File: src/assert_macros.svh
// assertion macros for the rtl files
`ifndef ASSERT_MACROS_SVH
`define ASSERT_MACROS_SVH

// when a holds, b holds in the same cycle
`define ASSERT_SAME(label, clk, rst_n, a, b) \
	label: assert property (@(posedge clk) disable iff (!rst_n) (a) |-> (b)) \
		else $error("same-cycle assertion failed");

// when a holds, b holds in the next cycle
`define ASSERT_NEXT(label, clk, rst_n, a, b) \
	label: assert property (@(posedge clk) disable iff (!rst_n) (a) |=> (b)) \
		else $error("next-cycle assertion failed");

`endif

File: src/scst_pkg.sv
// package: types, sizes and event codes of the shadow call stack tracker
`default_nettype none

package scst_pkg;

	localparam int STACK_DEPTH = 32;
	localparam int AW = $clog2(STACK_DEPTH);
	localparam int DW = $clog2(STACK_DEPTH + 1);

	localparam logic FUNC_ENTER = 1'b0;
	localparam logic FUNC_EXIT  = 1'b1;

	typedef enum logic [1:0] {
		KIND_ENTER       = 2'd0,
		KIND_EXIT        = 2'd1,
		KIND_CHILD_ENTER = 2'd2,
		KIND_CHILD_EXIT  = 2'd3
	} kind_t;

	typedef struct packed {
		logic        func;
		logic [63:0] routine_addr;
	} item_t;

	typedef struct packed {
		logic [1:0]  event_kind;
		logic [63:0] event_addr;
		logic        overflow;
		logic        last;
	} event_t;

endpackage

`default_nettype wire

File: src/shadow_call_stack_tracker.sv
// top level: shadow call stack with frame memory and unwind sequencer
//
// usage
//  - input channel: a transaction (item) is taken on a rising edge with start high and
//    busy low. item.func selects routine enter or routine exit.
//  - result channel: each event appears on result for exactly one cycle with strobe
//    high; the receiver cannot stall, so every strobed cycle is one event.
//    result.last marks the final event of an item.
//  - frames sit in a 32 x 64 synchronous memory with one read port and one write
//    port; the sequencer walks it one frame per cycle.
//  - enter: only an enter event on an empty stack, otherwise a child enter, then enter.
//  - exit: frames are searched from the top, then popped from the top down to the
//    match; a child exit for the new top follows unless the stack empties.
//    An exit on an empty stack is taken and dropped.
//  - busy falls on the cycle the last event is strobed, so the next item can be
//    taken then.
//  - reset empties the stack at once; memory contents are left undefined since
//    entries at or above the depth are never read.
`default_nettype none
`include "assert_macros.svh"

module shadow_call_stack_tracker (
	input  wire                   clk,
	input  wire                   arst_n,
	input  wire                   start,
	output logic                  busy,
	input  wire scst_pkg::item_t  item,
	output logic                  strobe,
	output scst_pkg::event_t      result
);

	typedef enum logic [2:0] {
		S_IDLE,
		S_EN_TOP,
		S_EN_PUSH,
		S_SEARCH,
		S_POP,
		S_CHILD_EXIT
	} state_t;

	state_t state_q;

	// frame memory
	logic [63:0] mem [scst_pkg::STACK_DEPTH];
	logic [63:0] rdata_q;
	logic        rd_en;
	logic [scst_pkg::AW-1:0] rd_addr;
	logic        wr_en;

	// item and stack registers
	logic [63:0]              addr_q;
	logic                     ovf_q;
	logic [scst_pkg::DW-1:0]  depth_q;
	logic [scst_pkg::DW-1:0]  depth_m1;
	logic [scst_pkg::AW-1:0]  top;
	logic [scst_pkg::AW-1:0]  ptr_q;
	logic [scst_pkg::AW-1:0]  pos_q;
	logic                     accept;
	logic                     hit;

	assign busy     = (state_q != S_IDLE);
	assign accept   = start && !busy;
	assign depth_m1 = depth_q - scst_pkg::DW'(1);
	assign top      = depth_m1[scst_pkg::AW-1:0];
	assign hit      = (rdata_q == addr_q);
	assign wr_en    = (state_q == S_EN_PUSH) && !ovf_q;

	// read port address: top on accept, then walking down the stack
	always_comb begin
		rd_en   = 1'b0;
		rd_addr = top;
		case (state_q)
			S_IDLE: begin
				rd_en   = accept && (depth_q != '0);
				rd_addr = top;
			end
			S_SEARCH: begin
				rd_en = 1'b1;
				if (hit || (ptr_q == '0)) begin
					rd_addr = top;
				end else begin
					rd_addr = ptr_q - scst_pkg::AW'(1);
				end
			end
			S_POP: begin
				if (ptr_q == pos_q) begin
					rd_en   = (pos_q != '0);
					rd_addr = pos_q - scst_pkg::AW'(1);
				end else begin
					rd_en   = 1'b1;
					rd_addr = ptr_q - scst_pkg::AW'(1);
				end
			end
			default: begin
				rd_en   = 1'b0;
				rd_addr = top;
			end
		endcase
	end

	// the push writes at the edge leaving S_EN_PUSH, before any read by the next item
	always_ff @(posedge clk) begin
		if (wr_en) begin
			mem[depth_q[scst_pkg::AW-1:0]] <= addr_q;
		end
		if (rd_en) begin
			rdata_q <= mem[rd_addr];
		end
	end

	// sequencer with registered events
	always_ff @(posedge clk or negedge arst_n) begin
		if (!arst_n) begin
			state_q <= S_IDLE;
			depth_q <= '0;
			strobe  <= 1'b0;
		end else begin
			strobe <= 1'b0;
			case (state_q)
				S_IDLE: begin
					if (accept) begin
						addr_q <= item.routine_addr;
						ovf_q  <= (depth_q >= scst_pkg::DW'(scst_pkg::STACK_DEPTH));
						ptr_q  <= top;
						if (item.func == scst_pkg::FUNC_ENTER) begin
							state_q <= (depth_q != '0) ? S_EN_TOP : S_EN_PUSH;
						end else if (depth_q != '0) begin
							state_q <= S_SEARCH;
						end
					end
				end
				S_EN_TOP: begin
					strobe            <= 1'b1;
					result.event_kind <= scst_pkg::KIND_CHILD_ENTER;
					result.event_addr <= rdata_q;
					result.overflow   <= ovf_q;
					result.last       <= 1'b0;
					state_q           <= S_EN_PUSH;
				end
				S_EN_PUSH: begin
					strobe            <= 1'b1;
					result.event_kind <= scst_pkg::KIND_ENTER;
					result.event_addr <= addr_q;
					result.overflow   <= ovf_q;
					result.last       <= 1'b1;
					if (!ovf_q) begin
						depth_q <= depth_q + scst_pkg::DW'(1);
					end
					state_q <= S_IDLE;
				end
				S_SEARCH: begin
					// topmost match wins; restart from the top to pop
					if (hit) begin
						pos_q   <= ptr_q;
						ptr_q   <= top;
						state_q <= S_POP;
					end else if (ptr_q == '0) begin
						state_q <= S_CHILD_EXIT;
					end else begin
						ptr_q <= ptr_q - scst_pkg::AW'(1);
					end
				end
				S_POP: begin
					strobe            <= 1'b1;
					result.event_kind <= scst_pkg::KIND_EXIT;
					result.event_addr <= rdata_q;
					result.overflow   <= 1'b0;
					result.last       <= (ptr_q == pos_q) && (pos_q == '0);
					if (ptr_q == pos_q) begin
						depth_q <= scst_pkg::DW'(pos_q);
						state_q <= (pos_q != '0) ? S_CHILD_EXIT : S_IDLE;
					end else begin
						ptr_q <= ptr_q - scst_pkg::AW'(1);
					end
				end
				S_CHILD_EXIT: begin
					strobe            <= 1'b1;
					result.event_kind <= scst_pkg::KIND_CHILD_EXIT;
					result.event_addr <= rdata_q;
					result.overflow   <= 1'b0;
					result.last       <= 1'b1;
					state_q           <= S_IDLE;
				end
				default: begin
					state_q <= S_IDLE;
				end
			endcase
		end
	end

	// terms used by the checks below
	logic ev_enter_side;
	logic accept_enter;

	assign ev_enter_side = (result.event_kind == scst_pkg::KIND_ENTER) ||
		(result.event_kind == scst_pkg::KIND_CHILD_ENTER);
	assign accept_enter  = accept && (item.func == scst_pkg::FUNC_ENTER);

	// overflow only ever rides on enter-side events
	`ASSERT_SAME(a_ovf_kind, clk, arst_n, strobe && result.overflow, ev_enter_side)
	// depth never exceeds the frame memory
	`ASSERT_SAME(a_depth_bound, clk, arst_n, 1'b1, depth_q <= scst_pkg::DW'(scst_pkg::STACK_DEPTH))
	// an accepted enter always produces work
	`ASSERT_NEXT(a_enter_busy, clk, arst_n, accept_enter, busy)
	// no event can follow the last one of an item directly
	`ASSERT_NEXT(a_last_gap, clk, arst_n, strobe && result.last, !strobe)

endmodule

`default_nettype wire

File: config.mk
export PLATFORM = sky130hd
export DESIGN_NAME = shadow_call_stack_tracker
export DESIGN_NICKNAME = d
export VERILOG_FILES = /design/src/scst_pkg.sv /design/src/shadow_call_stack_tracker.sv
export VERILOG_INCLUDE_DIRS = /design/src /design/src/src
export SDC_FILE = /design/constraint.sdc
export NUM_CORES = 2
export LEC_CHECK = 0
export ABC_AREA = 1
export CORE_MARGIN = 2
export CORE_UTILIZATION = 25
export CTS_CLUSTER_SIZE = 20
export DETAILED_ROUTE_END_ITERATION = 7
export DONT_BUFFER_PORTS = 1
export PLACE_DENSITY = 0.34
export SLEW_MARGIN = 40
export SYNTH_ARGS = -nofsm -noshare
export SYNTH_HDL_FRONTEND = slang
export SYNTH_SLANG_ARGS = --single-unit
File: constraint.sdc
create_clock -name clk -period 18.01 [get_ports clk]
set_input_delay 2.7015 -clock clk [delete_from_list [all_inputs] [get_ports clk]]
set_output_delay 2.7015 -clock clk [all_outputs]
set_load 0.02 [all_outputs]
==> out/summary.txt <==
# resized after CTS = 0
max_slew headroom = 38.8%
Root Buffer = clkbuf_16
drt first pass iters = 6
maximum vdd drop = 0.284 mV
WL/cell = 29.1 microns
Fmax = 134 MHz
Die ar. = 392000 sq um
final number of max-transition violations = 0
startpoint types = flop
Post-CTS Hold Buffers = 0
crit-path leading delay family = simple AND/OR/NAND/NOR gates
Place WS = 10.49 ns
total vias in the final route = 67760
fraction of the yosys area taken by sequential cells = 70.3%
clk buf depth = 4
Critical Path End Type = flop
placed cell area = 103000 sq um
# nets final = 8279
first-pass GRT wire length = 547000 microns
total gr overflow = 0
pwr dens = 203 nW/um^2
final std cells w/o fill = 13488
largest fanout on the critical path = 148
min setup slack post-route = 10.56 ns
Post-Syn Nets = 8401
Final Wtd Congestion = 0.733
Final period util = 41.4%
synthesized area per cell = 11.6 sq um
Area growth syn-to-layout = 16.4%
Min-Delay Path Class = flop to flop
Worst-Skew Late Latency = 0.91 ns
Die Wd = 626 microns
max_cap viols = 0
Ys Warns = 0
Core ar. = 385000 sq um
CTS tree = built
slowest library cell on the worst path = buf_6
Row Count = 228
share of cells above drive strength 1 = 8.46%
min Tclk post-route = 7.45 ns
largest net degree at the start of global routing = 154
Yosys reg bits = 2265
HPWL after detailed placement = 193000 microns
num ports = 138
cells after synthesis = 8325
commonest non-fill, non-tap cell in the layout = edfxtp_1
Antenna Nets Post-Route = 0
Cell variety after synth = 31
input/output buffers = 0
initial antenna violation count = 30
clk_skew = 0.0427 ns
GRT Total Usage = 19.5%
Die Ht = 626 microns
most used cell, CP = nand2_1
CP Class = flop to flop
leakage = 0.0404 uW
Setup Buffers After CTS = 0
worst path cell trace = buf_4 > inv_1 > nand2_1 > nand2_1 > nor2_1 > nand2_1 > nor2_1 > nand2_1 > nor2_1 > nand2_2 > nand3_1 > nand3_4 > nand3_4 > buf_6 > buf_12 > buf_6 > nand2_1 > nand3_1 > nand3_1 > nand3_1 > nand2_1 > nand2_1 > nand2_1
Largest stage delay, worst path = 0.71 ns
Clk pin slew, worst setup/hold paths = 0.06 ns
Starting Density = 25.1%
DRT iter0 DRCs = 6127
# setup viols final = 0
Mapped Area = 96600 sq um
cell area after layout = 112000 sq um
# clock sinks = 2265
Slew @ Worst Pin = 0.918 ns
commonest non-fill, non-tap cells in the layout = 2255 x edfxtp_1, 1900 x nand3_1, 1468 x nand2_1, 1026 x nand4_1, 730 x inv_1
fill cell count = 39291
final wirelength = 393000 microns
TNS Setup = 0 ns
RSZ-0062 raised after global routing = no
TritonCTS buffer count = 287
htree depth = 5
placed cell count = 12971
final hold viol count = 0
vias per cell = 5.02
required time of the critical path = 18.64 ns
status = finished, final reports clean
number of global-route vias before repair = 66000
CP arrival = 8.08 ns
drt drc = 0
CP bufs+invs = 5
Final Util = 29.2%
-- flip-flops by register name, indices dropped and copies added (netlist names) --
register  count
result       68
addr_q       64
mem        2048
pos_q         5
state_q       3
depth_q       6
strobe        1
ovf_q         1
ptr_q         5
rdata_q      64
-- per-stage QoR --
stage / hold WS [ns] / power, uW
finish: 0.445 / 22900
global route: 0.458 / 24200
CTS: 0.447 / 23200
detailed placement: 0.434 / 17400
global placement: 0.436 / 17300
floorplan: 0.475 / 13200
-- cells in the mapped netlist, drive strengths merged --
cell	n	area (sq um)
nor2	104	390
o211ai	5	37.5
a31oi	2	12.5
xnor2	4	35.0
nand4	1026	6420
buf	361	1960
nand3	1905	9540
nand2	1475	5540
clkbuf	321	1200
inv	736	2760
dfrtp	10	250
o21ai	75	375
a21oi	5	25.0
edfxtp	2255	67700
a2111oi	1	8.76
o311ai	1	8.76
a22oi	2	15.0
clkinv	2	7.51
xor2	19	166
o221ai	2	17.5
o22a	1	8.76
o22ai	1	6.26
nor3	4	31.3
ha	8	100
-- power breakdown --
part	total (uW)	switching [uW]	internal, uW
Clock	5670	2360	3310
Combinational	10700	7850	2810
Sequential	6560	234	6320
-- worst paths after layout --
kind | end | cells past startpoint | slack, ns | start
worst max-delay path | rdata_q[24]$_DFFE_PP_ | 23 | 10.56 | addr_q[5]$_DFFE_PP_
worst min-delay path | ovf_q$_DFFE_PP_ | 0 | 0.45 | depth_q[5]$_DFFE_PN0P_
worst max register to register | rdata_q[24]$_DFFE_PP_ | 23 | 10.56 | addr_q[5]$_DFFE_PP_
worst min register to register | ovf_q$_DFFE_PP_ | 0 | 0.45 | depth_q[5]$_DFFE_PN0P_
max in group asynchronous | depth_q[3]$_DFFE_PN0P_ | 0 | 16.42 | arst_n
min in group asynchronous | state_q[0]$_DFFE_PN0P_ | 0 | 1.48 | arst_n
-- routing by layer --
metal / part of all wire, % / GRT usage [%] / wire length [microns]
met3: 4.3 / 2.11 / 16800
met2: 48 / 32.4 / 187000
met1: 46 / 27.3 / 180000
met5: 0.013 / 0 / 50
met4: 2.3 / 4.55 / 9080
-- final cells by class --
type | count | area, sq um | share of cell area (%)
sequential | 2265 | 68000 | 60.4
tap | 5060 | 6330 | 5.63
antenna | 9 | 22.5 | 0.0200
inverter | 738 | 2810 | 2.50
clock inverter | 138 | 1250 | 1.12
multi-input combinational | 4640 | 23100 | 20.5
timing repair buffer | 271 | 3240 | 2.88
clock buffer | 367 | 7760 | 6.90
-- logic make-up (layout without fill, tap and decap cells) --
family / count (synthesis) / after routing / share of synthesized area [%]
XOR/XNOR: 23 / 23 / 0.208
other: 0 / 9 / 0
buffers and inverters: 1420 / 1514 / 6.14
AO/OA/AOI/OAI: 95 / 95 / 0.533
adder cells (fa/ha/maj): 8 / 8 / 0.104
flip-flops: 2265 / 2265 / 70.3
AND/OR/NAND/NOR: 4514 / 4514 / 22.7
Note: power is estimated with default switching activity, not from simulation.
